--- config.mk ---
export PLATFORM = sky130hd
export DESIGN_NAME = i2c_eeprom_byte_master_unit
export DESIGN_NICKNAME = d
export VERILOG_FILES = /design/src/hdl/iebm_pkg.sv /design/src/hdl/iebm_front.sv /design/src/hdl/iebm_back.sv /design/src/hdl/i2c_eeprom_byte_master_unit.sv
export SDC_FILE = /design/constraint.sdc
export NUM_CORES = 1
export LEC_CHECK = 0
export BUFFER_PORTS_ARGS = -buffer_cell sky130_fd_sc_hd__buf_2
export CORE_ASPECT_RATIO = 1.4
export CORE_MARGIN = 2
export CORE_UTILIZATION = 55
export CTS_CLUSTER_DIAMETER = 50
export DETAILED_ROUTE_END_ITERATION = 16
export PLACE_DENSITY = 0.8
export SLEW_MARGIN = 20
export SYNTH_ARGS = -nofsm -noshare
export SYNTH_HDL_FRONTEND = slang
export SYNTH_SLANG_ARGS = --single-unit
export TNS_END_PERCENT = 20
--- constraint.sdc ---
create_clock -name clk -period 5.2 [get_ports clk]
set_input_delay 0.78 -clock clk [delete_from_list [all_inputs] [get_ports clk]]
set_output_delay 0.78 -clock clk [all_outputs]
set_load 0.05 [all_outputs]
--- src/hdl/iebm_pkg.sv ---
`default_nettype none

package iebm_pkg;

	localparam int ADDR_WIDTH = 8;
	localparam int ADDR_BYTES = (ADDR_WIDTH > 8) ? 2 : 1;

	localparam int DSEL_W     = 7;
	localparam int PHASE_W    = 16;
	localparam int BYTE_W     = 8;
	localparam int STEP_W     = 5;
	localparam int STAGE_W    = 5;
	localparam int BIT_W      = 4;
	localparam int CFG_DATA_W = 16;
	localparam int CFG_IDX_W  = 1;

	localparam int QUEUE_DEPTH = 2;
	localparam int QPTR_W      = $clog2(QUEUE_DEPTH);
	localparam int QCNT_W      = $clog2(QUEUE_DEPTH + 1);

	localparam logic [CFG_IDX_W-1:0] REG_DEVICE_SELECT = 1'b0;
	localparam logic [CFG_IDX_W-1:0] REG_PHASE_TICKS   = 1'b1;

	localparam logic [DSEL_W-1:0]  DSEL_RESET  = 7'd80;
	localparam logic [PHASE_W-1:0] PHASE_RESET = 16'd50;

	localparam logic [BIT_W-1:0] BITS_PER_BYTE = 4'd8;

	localparam logic [STEP_W-1:0] STEP_IDLE   = 5'd0;
	localparam logic [STEP_W-1:0] STEP_ST_A   = 5'd1;
	localparam logic [STEP_W-1:0] STEP_ST_B   = 5'd2;
	localparam logic [STEP_W-1:0] STEP_ST_C   = 5'd3;
	localparam logic [STEP_W-1:0] STEP_ST_D   = 5'd4;
	localparam logic [STEP_W-1:0] STEP_WB_SET = 5'd5;
	localparam logic [STEP_W-1:0] STEP_WB_HI  = 5'd6;
	localparam logic [STEP_W-1:0] STEP_WB_LO  = 5'd7;
	localparam logic [STEP_W-1:0] STEP_ACK_HI = 5'd8;
	localparam logic [STEP_W-1:0] STEP_ACK_LO = 5'd9;
	localparam logic [STEP_W-1:0] STEP_RB_HI  = 5'd10;
	localparam logic [STEP_W-1:0] STEP_RB_LO  = 5'd11;
	localparam logic [STEP_W-1:0] STEP_NK_SET = 5'd12;
	localparam logic [STEP_W-1:0] STEP_NK_HI  = 5'd13;
	localparam logic [STEP_W-1:0] STEP_NK_LO  = 5'd14;
	localparam logic [STEP_W-1:0] STEP_SP_A   = 5'd15;
	localparam logic [STEP_W-1:0] STEP_SP_B   = 5'd16;
	localparam logic [STEP_W-1:0] STEP_SP_C   = 5'd17;

	localparam logic [STAGE_W-1:0] STG_START      = 5'd0;
	localparam logic [STAGE_W-1:0] STG_SEL_WR     = 5'd1;
	localparam logic [STAGE_W-1:0] STG_ADDR_LAST  = STAGE_W'(1 + ADDR_BYTES);
	localparam logic [STAGE_W-1:0] STG_AFTER_ADDR = STAGE_W'(2 + ADDR_BYTES);
	localparam logic [STAGE_W-1:0] STG_SEL_RD     = STAGE_W'(3 + ADDR_BYTES);
	localparam logic [STAGE_W-1:0] STG_READ       = STAGE_W'(4 + ADDR_BYTES);

	typedef struct packed {
		logic              req_valid;
		logic              req_type;
		logic [BYTE_W-1:0] mem_address;
		logic [BYTE_W-1:0] write_data;
		logic              sda_in;
	} item_t;

	typedef struct packed {
		logic  valid;
		item_t item;
	} head_t;

	typedef struct packed {
		logic scl;
		logic sda;
		logic drv;
	} bus_t;

	typedef struct packed {
		logic [STAGE_W-1:0] stage;
		logic [STEP_W-1:0]  step;
		logic [BYTE_W-1:0]  shift;
	} ent_t;

	function automatic bus_t bus_of(input logic [STEP_W-1:0] st, input logic msb);
		bus_t b;
		unique case (st) inside
			STEP_IDLE, STEP_ST_B:                    b = '{1'b1, 1'b1, 1'b1};
			STEP_ST_A:                               b = '{1'b0, 1'b1, 1'b1};
			STEP_ST_C:                               b = '{1'b1, 1'b0, 1'b1};
			STEP_ST_D, STEP_SP_A:                    b = '{1'b0, 1'b0, 1'b1};
			STEP_WB_SET, STEP_WB_LO:                 b = '{1'b0, msb, 1'b1};
			STEP_WB_HI:                              b = '{1'b1, msb, 1'b1};
			STEP_ACK_HI, STEP_RB_HI:                 b = '{1'b1, 1'b1, 1'b0};
			STEP_ACK_LO, STEP_RB_LO:                 b = '{1'b0, 1'b1, 1'b0};
			STEP_NK_SET, STEP_NK_LO:                 b = '{1'b0, 1'b1, 1'b1};
			STEP_NK_HI, STEP_SP_C:                   b = '{1'b1, 1'b1, 1'b1};
			STEP_SP_B:                               b = '{1'b1, 1'b0, 1'b1};
			default:                                 b = '{1'b1, 1'b1, 1'b1};
		endcase
		return b;
	endfunction

	function automatic ent_t enter_stage(
		input logic [STAGE_W-1:0] s,
		input logic               ltype,
		input logic [BYTE_W-1:0]  laddr,
		input logic [BYTE_W-1:0]  ldata,
		input logic [BYTE_W-1:0]  shift,
		input logic [DSEL_W-1:0]  dsel
	);
		ent_t              e;
		logic [BYTE_W-1:0] sel;
		sel     = {dsel, 1'b0};
		e.stage = s;
		e.step  = STEP_SP_A;
		e.shift = shift;
		if (s == STG_START) begin
			e.step = STEP_ST_A;
		end else if (s == STG_SEL_WR) begin
			e.shift = sel;
			e.step  = STEP_WB_SET;
		end else if (s <= STG_ADDR_LAST) begin
			e.shift = (s == STG_ADDR_LAST) ? laddr : '0;
			e.step  = STEP_WB_SET;
		end else if (ltype) begin
			if (s == STG_AFTER_ADDR) begin
				e.shift = ldata;
				e.step  = STEP_WB_SET;
			end
		end else if (s == STG_AFTER_ADDR) begin
			e.step = STEP_ST_A;
		end else if (s == STG_SEL_RD) begin
			e.shift = sel | 8'h01;
			e.step  = STEP_WB_SET;
		end else if (s == STG_READ) begin
			e.shift = '0;
			e.step  = STEP_RB_HI;
		end
		return e;
	endfunction

endpackage

`default_nettype wire

--- src/hdl/iebm_front.sv ---
`default_nettype none

module iebm_front
	import iebm_pkg::*;
(
	input  wire logic              clk,
	input  wire logic              arst_n,
	input  wire logic              in_valid,
	output logic                   in_stall,
	input  wire logic              req_valid,
	input  wire logic              req_type,
	input  wire logic [BYTE_W-1:0] mem_address,
	input  wire logic [BYTE_W-1:0] write_data,
	input  wire logic              sda_in,
	input  wire logic              pop,
	output head_t                  head
);

	item_t             mem_q [QUEUE_DEPTH];
	logic [QPTR_W-1:0] wr_ptr_q;
	logic [QPTR_W-1:0] rd_ptr_q;
	logic [QCNT_W-1:0] count_q;
	logic              push;
	item_t             item;

	assign in_stall = (count_q == QCNT_W'(QUEUE_DEPTH));
	assign push     = in_valid && !in_stall;

	always_comb begin
		item.req_valid   = req_valid;
		item.req_type    = req_type;
		item.mem_address = mem_address;
		item.write_data  = write_data;
		item.sda_in      = sda_in;
	end

	always_ff @(posedge clk) begin
		if (push) begin
			mem_q[wr_ptr_q] <= item;
		end
	end

	always_ff @(posedge clk or negedge arst_n) begin
		if (!arst_n) begin
			wr_ptr_q <= '0;
			rd_ptr_q <= '0;
			count_q  <= '0;
		end else begin
			if (push) begin
				wr_ptr_q <= wr_ptr_q + 1'b1;
			end
			if (pop) begin
				rd_ptr_q <= rd_ptr_q + 1'b1;
			end
			case ({push, pop})
				2'b10:   count_q <= count_q + 1'b1;
				2'b01:   count_q <= count_q - 1'b1;
				default: count_q <= count_q;
			endcase
		end
	end

	assign head.valid = (count_q != '0);
	assign head.item  = mem_q[rd_ptr_q];

endmodule

`default_nettype wire

--- src/hdl/iebm_back.sv ---
`default_nettype none

module iebm_back
	import iebm_pkg::*;
(
	input  wire logic               clk,
	input  wire logic               arst_n,
	input  wire head_t              head,
	output logic                    pop,
	input  wire logic [DSEL_W-1:0]  dsel,
	input  wire logic [PHASE_W-1:0] phase_ticks,
	output logic                    out_valid,
	input  wire logic               out_stall,
	output logic                    scl_level,
	output logic                    sda_out,
	output logic                    sda_drive,
	output logic                    busy_res,
	output logic                    done_res,
	output logic [BYTE_W-1:0]       read_data
);

	logic [STEP_W-1:0]  step_q,  step_n;
	logic [BIT_W-1:0]   bit_q,   bit_n;
	logic [BYTE_W-1:0]  shift_q, shift_n;
	logic [PHASE_W-1:0] timer_q, timer_n;
	logic [STAGE_W-1:0] stage_q, stage_n;
	logic               ltype_q, ltype_n;
	logic [BYTE_W-1:0]  laddr_q, laddr_n;
	logic [BYTE_W-1:0]  ldata_q, ldata_n;
	logic [BYTE_W-1:0]  rx_q,    rx_n;

	logic               out_valid_q;
	logic               scl_q, sda_q, drv_q, busy_q, done_q;
	logic [BYTE_W-1:0]  read_data_q;

	logic [STEP_W-1:0]  st;
	logic [PHASE_W-1:0] len;
	logic               busy;
	logic               done;
	bus_t               bus;
	ent_t               ent;

	assign pop = head.valid && (!out_valid_q || !out_stall);
	assign len = (phase_ticks == '0) ? PHASE_W'(1) : phase_ticks;

	always_comb begin
		step_n  = step_q;
		bit_n   = bit_q;
		shift_n = shift_q;
		timer_n = timer_q;
		stage_n = stage_q;
		ltype_n = ltype_q;
		laddr_n = laddr_q;
		ldata_n = ldata_q;
		rx_n    = rx_q;
		done    = 1'b0;
		ent     = '0;

		if (step_q == STEP_IDLE && head.item.req_valid) begin
			ltype_n = head.item.req_type;
			laddr_n = head.item.mem_address;
			ldata_n = head.item.write_data;
			ent     = enter_stage(STG_START, ltype_n, laddr_n, ldata_n, shift_n, dsel);
			stage_n = ent.stage;
			step_n  = ent.step;
			shift_n = ent.shift;
			bit_n   = '0;
			timer_n = '0;
		end

		st   = step_n;
		bus  = bus_of(st, shift_n[BYTE_W-1]);
		busy = (st != STEP_IDLE);

		if (busy) begin
			if ({1'b0, timer_n} + (PHASE_W+1)'(1) < {1'b0, len}) begin
				timer_n = timer_n + 1'b1;
			end else begin
				timer_n = '0;
				unique case (st) inside
					STEP_ST_D, STEP_ACK_LO, STEP_NK_LO: begin
						ent     = enter_stage(stage_n + 1'b1, ltype_n, laddr_n, ldata_n,
							shift_n, dsel);
						stage_n = ent.stage;
						step_n  = ent.step;
						shift_n = ent.shift;
						bit_n   = '0;
					end
					STEP_WB_LO: begin
						bit_n   = bit_n + 1'b1;
						shift_n = {shift_n[BYTE_W-2:0], 1'b0};
						step_n  = (bit_n >= BITS_PER_BYTE) ? STEP_ACK_HI : STEP_WB_SET;
					end
					STEP_RB_HI: begin
						shift_n = {shift_n[BYTE_W-2:0], head.item.sda_in};
						step_n  = STEP_RB_LO;
					end
					STEP_RB_LO: begin
						bit_n = bit_n + 1'b1;
						if (bit_n >= BITS_PER_BYTE) begin
							rx_n   = shift_n;
							step_n = STEP_NK_SET;
						end else begin
							step_n = STEP_RB_HI;
						end
					end
					STEP_SP_C: begin
						step_n = STEP_IDLE;
						bit_n  = '0;
						done   = 1'b1;
					end
					default: begin
						step_n = st + 1'b1;
					end
				endcase
			end
		end
	end

	always_ff @(posedge clk or negedge arst_n) begin
		if (!arst_n) begin
			step_q      <= STEP_IDLE;
			bit_q       <= '0;
			shift_q     <= '0;
			timer_q     <= '0;
			stage_q     <= STG_START;
			ltype_q     <= 1'b0;
			laddr_q     <= '0;
			ldata_q     <= '0;
			rx_q        <= '0;
			out_valid_q <= 1'b0;
		end else begin
			if (pop) begin
				step_q  <= step_n;
				bit_q   <= bit_n;
				shift_q <= shift_n;
				timer_q <= timer_n;
				stage_q <= stage_n;
				ltype_q <= ltype_n;
				laddr_q <= laddr_n;
				ldata_q <= ldata_n;
				rx_q    <= rx_n;
			end
			if (pop) begin
				out_valid_q <= 1'b1;
			end else if (!out_stall) begin
				out_valid_q <= 1'b0;
			end
		end
	end

	always_ff @(posedge clk) begin
		if (pop) begin
			scl_q       <= bus.scl;
			sda_q       <= bus.sda;
			drv_q       <= bus.drv;
			busy_q      <= busy;
			done_q      <= done;
			read_data_q <= rx_n;
		end
	end

	assign out_valid = out_valid_q;
	assign scl_level = scl_q;
	assign sda_out   = sda_q;
	assign sda_drive = drv_q;
	assign busy_res  = busy_q;
	assign done_res  = done_q;
	assign read_data = read_data_q;

endmodule

`default_nettype wire

--- src/hdl/i2c_eeprom_byte_master_unit.sv ---
`default_nettype none

// Two-wire EEPROM master (random read, byte write) stepped by bus ticks: every
// accepted input transaction is one tick and yields exactly one output transaction
// carrying the clock and data line levels, busy, a one-tick done pulse and the
// last byte read. A two-entry input queue feeds a sequencer that retires one tick
// per clock into an output register while the output does not stall, so the block
// then sustains one transaction per cycle; an accepted input transaction is written
// into the queue and, once popped, into the output register. While the output stalls
// the queue fills up to its two entries, then the input stalls. Each bus phase
// lasts phase_ticks ticks (zero acts as one); the user must write device_select and
// phase_ticks only while no transaction is in flight, as the block does not enforce it.
module i2c_eeprom_byte_master_unit
	import iebm_pkg::*;
(
	input  wire logic                  clk,
	input  wire logic                  arst_n,
	input  wire logic                  cfg_we,
	input  wire logic [CFG_IDX_W-1:0]  cfg_index,
	input  wire logic [CFG_DATA_W-1:0] cfg_data,
	input  wire logic                  in_valid,
	output logic                       in_stall,
	input  wire logic                  req_valid,
	input  wire logic                  req_type,
	input  wire logic [BYTE_W-1:0]     mem_address,
	input  wire logic [BYTE_W-1:0]     write_data,
	input  wire logic                  sda_in,
	output logic                       out_valid,
	input  wire logic                  out_stall,
	output logic                       scl_level,
	output logic                       sda_out,
	output logic                       sda_drive,
	output logic                       busy_res,
	output logic                       done_res,
	output logic [BYTE_W-1:0]          read_data
);

	logic [DSEL_W-1:0]  dsel_q;
	logic [PHASE_W-1:0] phase_q;
	head_t              head;
	logic               pop;

	always_ff @(posedge clk or negedge arst_n) begin
		if (!arst_n) begin
			dsel_q  <= DSEL_RESET;
			phase_q <= PHASE_RESET;
		end else if (cfg_we) begin
			unique case (cfg_index)
				REG_DEVICE_SELECT: dsel_q  <= cfg_data[DSEL_W-1:0];
				REG_PHASE_TICKS:   phase_q <= cfg_data[PHASE_W-1:0];
			endcase
		end
	end

	iebm_front u_front (
		.clk         (clk),
		.arst_n      (arst_n),
		.in_valid    (in_valid),
		.in_stall    (in_stall),
		.req_valid   (req_valid),
		.req_type    (req_type),
		.mem_address (mem_address),
		.write_data  (write_data),
		.sda_in      (sda_in),
		.pop         (pop),
		.head        (head)
	);

	iebm_back u_back (
		.clk         (clk),
		.arst_n      (arst_n),
		.head        (head),
		.pop         (pop),
		.dsel        (dsel_q),
		.phase_ticks (phase_q),
		.out_valid   (out_valid),
		.out_stall   (out_stall),
		.scl_level   (scl_level),
		.sda_out     (sda_out),
		.sda_drive   (sda_drive),
		.busy_res    (busy_res),
		.done_res    (done_res),
		.read_data   (read_data)
	);

	a_full_has_head: assert property (@(posedge clk) disable iff (!arst_n)
		in_stall |-> head.valid)
		else $error("queue full without a head entry");

	a_out_from_pop: assert property (@(posedge clk) disable iff (!arst_n)
		$rose(out_valid) |-> $past(pop))
		else $error("output transaction without a popped tick");

	a_done_busy: assert property (@(posedge clk) disable iff (!arst_n)
		(out_valid && done_res) |-> busy_res)
		else $error("done pulse outside a transfer");

endmodule

`default_nettype wire
# Word level (Yosys, flattened, before mapping)

Memory sizes are Yosys's and may differ from the RTL's.
Index checks and enable logic that the tools add are counted.

Flip-flop bits (word level): 104
Latch bits: 0
Bits in writable memories: 38
Bits in read-only memories: 0
Input bits: 41
Memories kept: 1

Memories:

| name          | words | width | rd ports | clocked after memory_dff | wr ports | line             | RTL |
|---|---|---|---|---|---|---|---|
| u_front.mem_q | 2     | 19    | 1        | 0                        | 1        | iebm_front.sv:19 | `item_t mem_q [QUEUE_DEPTH];` |

Add/sub/neg operators: 9
$mul: 0
Divide/modulo/power cells: 0
Magnitude comparators: 3
Eq/ne operators: 28
Shift operators: 0
Muxes and demuxes: 46
Bitwise logic cells: 3
Reductions and logical operators: 27

Operators with widths:

| kind                    | count |
|---|---|
| $mux W8                 | 11 |
| $mux W16                | 4 |
| $mux W5                 | 9 |
| $mux W13                | 3 |
| $eq A5 B4 Y1 const B    | 7 |
| $eq A5 B3 Y1 const B    | 6 |
| $pmux W5 S5             | 1 |
| $mux W12                | 2 |
| $pmux W8 S3             | 1 |
| $pmux W3 S7             | 1 |
| $add A16 B1 Y17 const B | 1 |
| $lt A17 B16 Y1          | 1 |
| $add A16 B1 Y16 const B | 1 |
| $logic_not A16 Y1       | 1 |
| $mux W4                 | 4 |
| $eq A5 B2 Y1 const B    | 3 |
| $reduce_or A2 Y1        | 7 |
| $mux W11                | 1 |
| $add A5 B1 Y5 const B   | 2 |
| $eq A5 B1 Y1 const B    | 2 |
| $eq A5 B5 Y1 const B    | 2 |
| $logic_not A5 Y1        | 2 |
| $pmux W4 S2             | 1 |
| $reduce_and A8 Y1       | 1 |
| 26 further kinds        | 42 |

# Logic depth before layout (Yosys ltp)

Word-level depth: 15
Depth in mapped cells: 21

# By module

A second synthesis with hierarchy kept.

Cell total of the unflattened synthesis: 678
Area total of the unflattened synthesis: 7793.7 sq um

Modules (own cells, without submodules):

| module                      | times used | cells each | area an instance (sq um) |
|---|---|---|---|
| iebm_back                   | 1          | 552        | 5275.1 |
| iebm_front                  | 1          | 76         | 1565.3 |
| i2c_eeprom_byte_master_unit | 1          | 50         | 953.4 |

# Worst setup path before layout

OpenSTA, ideal clock, no wires.

Kind: register -> register
From: register u_back.step_q[0]
To: register u_back.read_data_q[0] (netlist: u_back.read_data[0]) (data pin)
Setup time: 0.260 ns
Arrival time: 5.007 ns
Required time: 4.940 ns
Path slack: -0.067 ns
Cell stages (with the launch flop): 21
Path buffers: 4
Period minus slack after synthesis: 5.267 ns
Cells stage by stage: dfrtp_1 -> or4_4 -> nor3_4 -> clkbuf_1 -> buf_1 -> buf_1 -> nor2_1 -> ha_1 -> and3_1 -> nand4_1 -> xor2_1 -> nor2_1 -> ha_1 -> a41oi_1 -> o21ai_0 -> a2111oi_0 -> a211oi_2 -> nor2_1 -> or3_1 -> buf_2 -> mux2_2

Longest elaborated chain between the ends: 9
Elaborated cells between the ends (all ways): 15
Those cells by class: add/sub (2); order compare (2); eq/ne (1); mux (7); reduce/logical (3)

RTL lines:

| what                                                                    | line             | RTL |
|---|---|---|
| from (decl)                                                             | iebm_back.sv:22  | `logic [STEP_W-1:0] step_q, step_n;` |
| from (signal assigned)                                                  | iebm_back.sv:134 | `step_q <= step_n;` |
| parallel branches: the longest is 8 deep, another holds $add A16 B1 Y17 | -                |  |
| $mux W8 (*)                                                             | iebm_back.sv:75  | `if (busy) begin` |
| via u_back.rx_n[0]                                                      | iebm_back.sv:30  | `logic [BYTE_W-1:0] rx_q, rx_n;` |
| to (signal assigned)                                                    | iebm_back.sv:159 | `read_data_q <= rx_n;` |
| to (decl)                                                               | iebm_back.sv:34  | `logic [BYTE_W-1:0] read_data_q;` |

Mark *: on every way through the listed nets, which the timed path passes.
A chain may end at the register's enable or synchronous reset.

# Worst setup path after layout

From: register u_back.step_q[1]
To: register u_back.shift_q[5]

Longest elaborated chain between the ends: 14
Elaborated cells between the ends (all ways): 43
Those cells by class: add/sub (2); order compare (2); eq/ne (14); mux (17); bitwise (1); reduce/logical (7)

RTL lines:

| what                 | line             | RTL |
|---|---|---|
| $logic_not A5 Y1     | iebm_back.sv:59  | `if (step_q == STEP_IDLE && head.item.req_valid) begin` |
| $logic_and A1 B1 Y1  | iebm_back.sv:59  |  |
| $mux W5              | iebm_back.sv:59  |  |
| $add A5 B1 Y5        | iebm_back.sv:82  | `ent = enter_stage(stage_n + 1'b1, ltype_n, laddr_n, ldata_n,` |
| $eq A5 B3 Y1         | iebm_pkg.sv:128  | `end else if (s == STG_SEL_RD) begin` |
| $mux W12             | iebm_pkg.sv:128  |  |
| $mux W8              | iebm_pkg.sv:126  | `end else if (s == STG_AFTER_ADDR) begin` |
| $mux W13             | iebm_pkg.sv:121  | `end else if (ltype) begin` |
| $mux W13             | iebm_pkg.sv:118  | `end else if (s <= STG_ADDR_LAST) begin` |
| $mux W13             | iebm_pkg.sv:115  | `end else if (s == STG_SEL_WR) begin` |
| $mux W8              | iebm_pkg.sv:113  | `if (s == STG_START) begin` |
| $pmux W8 S3          | iebm_back.sv:80  | `unique case (st) inside` |
| $mux W8              | iebm_back.sv:76  | `if ({1'b0, timer_n} + (PHASE_W+1)'(1) < {1'b0, len}) begin` |
| $mux W8              | iebm_back.sv:75  |  |
| to (signal assigned) | iebm_back.sv:136 | `shift_q <= shift_n;` |
| to (decl)            | iebm_back.sv:24  | `logic [BYTE_W-1:0] shift_q, shift_n;` |

Parallel ways exist; a longest one is shown, timed or not. The select of a mux whose other input is x is not followed.

==> summary.md <==
| Metric | Value |
|---|---|
| Antenna viol nets, final | `0` |
| Net count, final | `between 800 and 900` |
| Routed length per instance | `approximately 19 um` |
| Worst Hold Slack | `0.1804 ns` |
| Total area of multi-input combinational cells | `0.003358 sq mm` |
| Finished Cell Area | `0.008521 sq mm` |
| Endpoints failing hold | `0` |
| Critical Path RT | `5.51 ns` |
| Met3 demand-to-capacity share in global routing | `0.04778` |
| Placer congestion estimate | `0.9316` |
| Post-route clock period utilization | `0.9436` |
| Launch instance of the worst register-to-register path | `u_back.step_q[1]` |
| Number of buffers created by CTS | `17` |
| Fill cells | `1036` |
| Minimum setup slack among reg-to-reg paths | `0.29 ns` |
| Grt met1 use | `0.2837` |
| Setup repair after global routing missed its margin | `no` |
| Most common cell in the netlist | `sky130_fd_sc_hd__dfrtp_1` |
| Asr flop ratio synth | `0.6408` |
| Global-route usage over all layers | `0.2532` |
| Detailed-route vias per instance | `roughly 6.1` |
| Post-detailed-placement cell area | `between 0.007 and 0.008 sq mm` |
| DRC Markers | `0` |
| Source-to-sink clock delay at the later pin of the worst-skew pair | `0.43 ns` |
| DIE AREA | `0.01451 sq mm` |
| Total core area | `roughly 0.013 sq mm` |
| Max-Slew Margin vs Limit | `0.3133` |
| Post-route setup TNS | `0 ns` |
| Leading post-synthesis cells by instance count | `sky130_fd_sc_hd__dfrtp_1, sky130_fd_sc_hd__nand2_1, sky130_fd_sc_hd__edfxtp_1, sky130_fd_sc_hd__nor2_1, sky130_fd_sc_hd__mux2_2` |
| Number of distinct library cells after synthesis | `71` |
| Largest net degree at the start of global routing | `82` |
| Number of buffers added for setup after CTS | `0` |
| Number of maximum-capacitance violations | `0` |
| HPWL reported at the end of detailed placement | `12390 um` |
| Wire length of the first global-routing pass | `28080 um` |
| Leading cell types by total area after synthesis | `sky130_fd_sc_hd__dfrtp_1, sky130_fd_sc_hd__edfxtp_1, sky130_fd_sc_hd__mux2_2` |
| Number of buffers added on ports | `55` |
| Number of I/O pins | `between 50 and 60` |
| Post-synth net total | `approximately 760` |
| Antenna violations before repair | `0` |
| Number of enable-type register cells in the synthesized netlist | `51` |
| Total power after layout | `4.266 mW` |
| Final-report setup violation count | `0` |
| Die Y | `~140 um` |
| Met2 Track Usage GR | `0.4401` |
| Total power divided by cell area | `around 500 mW/mm^2` |
| Buffer depth of the longest clock path | `2` |
| Number of placement rows | `50` |
| Critical path class | `flip-flop to flip-flop` |
| Average size of a mapped cell | `between 10 and 15 sq um` |
| Status | `completed` |
| Number of DRC markers after the initial detailed-route iteration | `459` |
| Layout cells sized above 1 | `0.2047` |
| Post-synth top flop | `sky130_fd_sc_hd__dfrtp_1` |
| Transition time at the pin with the least slew margin | `~1 ns` |
| Capturing point of the worst reg2reg path | `u_back.shift_q[5]` |
| Worst voltage drop across the vdd grid | `around 0.33 mV` |
| Number of register bits inferred by synthesis | `142` |
| Reported leakage power | `3.669 nW` |
| Clock-pin slew on the worst setup and hold paths | `0.06 ns` |
| Initial cell density of the core | `0.5593` |
| Antenna cells | `0` |
| Post-synthesis to final-layout area growth | `14.32%` |
| Count of mapped cells out of synthesis | `693` |
| Vias | `5737` |
| Sequential area share after synthesis | `0.5118` |
| Via count of the first global-routing pass | `5733` |
| Post-Syn Area | `0.007453 sq mm` |
| CTS tree | `built` |
| Fraction of synthesized cell area taken by the top area cell type | `0.2887` |
| Warnings from Yosys | `0` |
| Worst Path Arrival | `approximately 5.2 ns` |
| Endpoint type of the worst setup path | `flip-flop` |
| GRT busiest layer | `met2` |
| Class of the tightest hold or removal check | `input port to asynchronous set/reset pin` |
| Post-route minimum period | `4.907 ns` |
| Largest clock skew in the final design | `between 0.006 and 0.007 ns` |
| Top achievable clock speed | `0.2038 GHz` |
| Crit start category | `flip-flop` |
| Total wirelength of the detailed-routed design | `17610 um` |
| Sum of overflow across all layers after global routing | `0` |
| CTS H-tree depth | `4` |
| Worst-case reg-to-reg path depth | `17` |
| CTS Root Buffer Type | `sky130_fd_sc_hd__clkbuf_16` |
| Total area of sequential cells | `about 0.0038 sq mm` |
| First-pass iteration count of the detailed router | `5` |
| Final slew viol count | `0` |
| Crit-path max FO | `13` |
| Clk sink count | `142` |
| Die X | `102.4 um` |
| Cell taking the most area after synthesis | `sky130_fd_sc_hd__dfrtp_1` |
[critical path: stages, from the launching register on]
cell	delay, ns
sky130_fd_sc_hd__dfrtp_1	0.45
sky130_fd_sc_hd__or4_4	0.57
sky130_fd_sc_hd__or3_1	0.34
sky130_fd_sc_hd__and2_1	0.17
sky130_fd_sc_hd__ha_1	0.25
sky130_fd_sc_hd__and3_1	0.23
sky130_fd_sc_hd__nand3_1	0.11
sky130_fd_sc_hd__xor2_1	0.15
sky130_fd_sc_hd__nor2_1	0.08
sky130_fd_sc_hd__ha_1	0.37
sky130_fd_sc_hd__a41oi_1	0.14
sky130_fd_sc_hd__o21ai_0	0.11
sky130_fd_sc_hd__a2111oi_1	0.09
sky130_fd_sc_hd__a211oi_2	0.38
sky130_fd_sc_hd__o21ai_1	0.15
sky130_fd_sc_hd__buf_4	0.22
sky130_fd_sc_hd__nor4_4	0.56
sky130_fd_sc_hd__mux2_2	0.41
[logic make-up after synthesis]
logic type                 after synthesis  share of synthesized area
xor gates and xnor gates                21                    0.02468
AOI/OAI and AO/OA                      162                     0.1519
DFF                                    142                     0.5118
adders and majority gates               28                    0.04700
buffers and inverters                   74                    0.03827
and+or+nand+nor                        200                     0.1303
muxes                                   66                    0.09602
[flip-flops by register name, summed over array words and instances, names as in the netlist, 2 cells and up]
signal,count
u_back.step_q,5
dsel_q,7
u_back.ldata_q,8
u_back.read_data,8
u_front.count_q,2
u_back.shift_q,8
u_front.mem_q,38
phase_q,16
u_back.bit_q,4
u_back.timer_q,16
u_back.rx_q,8
u_back.stage_q,5
u_back.laddr_q,8
[placed cells by master (no fill, tap or decap), types with 3 or more instances in the layout]
master | synthesis | layout
sky130_fd_sc_hd__ha_1 | 28 | 28
sky130_fd_sc_hd__xor2_1 | 11 | 11
sky130_fd_sc_hd__a21o_1 | 5 | 5
sky130_fd_sc_hd__a22oi_1 | 8 | 8
sky130_fd_sc_hd__dfstp_2 | 5 | 5
sky130_fd_sc_hd__dfrtp_1 | 86 | 86
sky130_fd_sc_hd__and3_1 | 5 | 5
sky130_fd_sc_hd__and2_1 | 11 | 11
sky130_fd_sc_hd__o211ai_1 | 6 | 6
sky130_fd_sc_hd__and4_1 | 4 | 4
sky130_fd_sc_hd__nor3_1 | 9 | 9
sky130_fd_sc_hd__nor4_1 | 5 | 5
sky130_fd_sc_hd__edfxtp_1 | 51 | 51
sky130_fd_sc_hd__nand3_1 | 17 | 17
sky130_fd_sc_hd__xnor2_1 | 10 | 10
sky130_fd_sc_hd__a32oi_1 | 3 | 3
sky130_fd_sc_hd__buf_4 | 0 | 15
sky130_fd_sc_hd__a21oi_1 | 23 | 23
sky130_fd_sc_hd__a211oi_1 | 3 | 3
sky130_fd_sc_hd__o32ai_1 | 9 | 9
sky130_fd_sc_hd__clkbuf_16 | 0 | 17
sky130_fd_sc_hd__a31oi_1 | 6 | 6
sky130_fd_sc_hd__clkinvlp_4 | 0 | 7
sky130_fd_sc_hd__nand2_1 | 73 | 73
sky130_fd_sc_hd__mux2i_1 | 22 | 22
sky130_fd_sc_hd__o221ai_1 | 7 | 7
sky130_fd_sc_hd__or3_1 | 7 | 7
sky130_fd_sc_hd__nor2b_1 | 4 | 4
sky130_fd_sc_hd__nand2b_1 | 4 | 4
sky130_fd_sc_hd__o31a_1 | 3 | 3
sky130_fd_sc_hd__o21ai_0 | 42 | 42
sky130_fd_sc_hd__nor2_1 | 48 | 48
sky130_fd_sc_hd__clkinv_1 | 1 | 3
sky130_fd_sc_hd__mux2_2 | 43 | 43
sky130_fd_sc_hd__buf_2 | 6 | 54
sky130_fd_sc_hd__inv_1 | 40 | 40
sky130_fd_sc_hd__a22o_1 | 15 | 15
sky130_fd_sc_hd__a41oi_1 | 3 | 3
[layer usage]
metal  share of wire  wire, um
met5               0         0
met4           0.049       858
met3           0.045       788
met2            0.53      9296
met1            0.38      6669
[metrics by stage]
step,cells,worst slack [ns],utilization
after floorplan,693,0.03631,-
after global placement,912,0.4738,0.5959
after detailed placement,912,0.3068,0.5959
after CTS,944,0.2063,0.6388
after global routing,944,0.05181,0.6394
final,944,0.2934,0.6394
[worst max-delay path by stage]
| stage | end | start | slack (ns) |
|---|---|---|---|
| 2_1_floorplan | u_back.read_data[0] | u_back.step_q[0] | 0.04 |
| 3_3_place_gp | u_back.read_data[2] | u_back.step_q[1] | 0.47 |
| 3_5_place_dp | u_back.read_data[0] | u_back.step_q[1] | 0.31 |
| 4_1_cts | u_back.read_data[0] | u_back.step_q[1] | 0.21 |
| 5_1_grt | u_back.read_data[0] | u_back.step_q[1] | 0.05 |
| 6_report | u_back.shift_q[5] | u_back.step_q[1] | 0.29 |
[power breakdown]
| part | leakage [nW] | switching, mW | internal [mW] |
|---|---|---|---|
| Clock | 0.256 | 0.474 | 0.702 |
| Sequential | 1.62 | 0.151 | 1.44 |
| Combinational | 1.80 | 0.980 | 0.516 |
| Total | 3.67 | 1.61 | 2.66 |
[timing repair]
action / in CTS / in global routing
hold buffers: 0 / 0
setup endpoints to repair: 0 / 8
gates resized for setup: 0 / 1
[layout make-up]
class	count	share of cell area
Inverter	41	0.01806
Sequential cell	142	0.4477
Tap cell	182	0.02673
Clock inverter	14	0.01674
Timing Repair Buffer	70	0.04626
Clock buffer	18	0.05037
Multi-Input combinational cell	477	0.3941
Note: power is estimated with default switching activity, not from simulation.
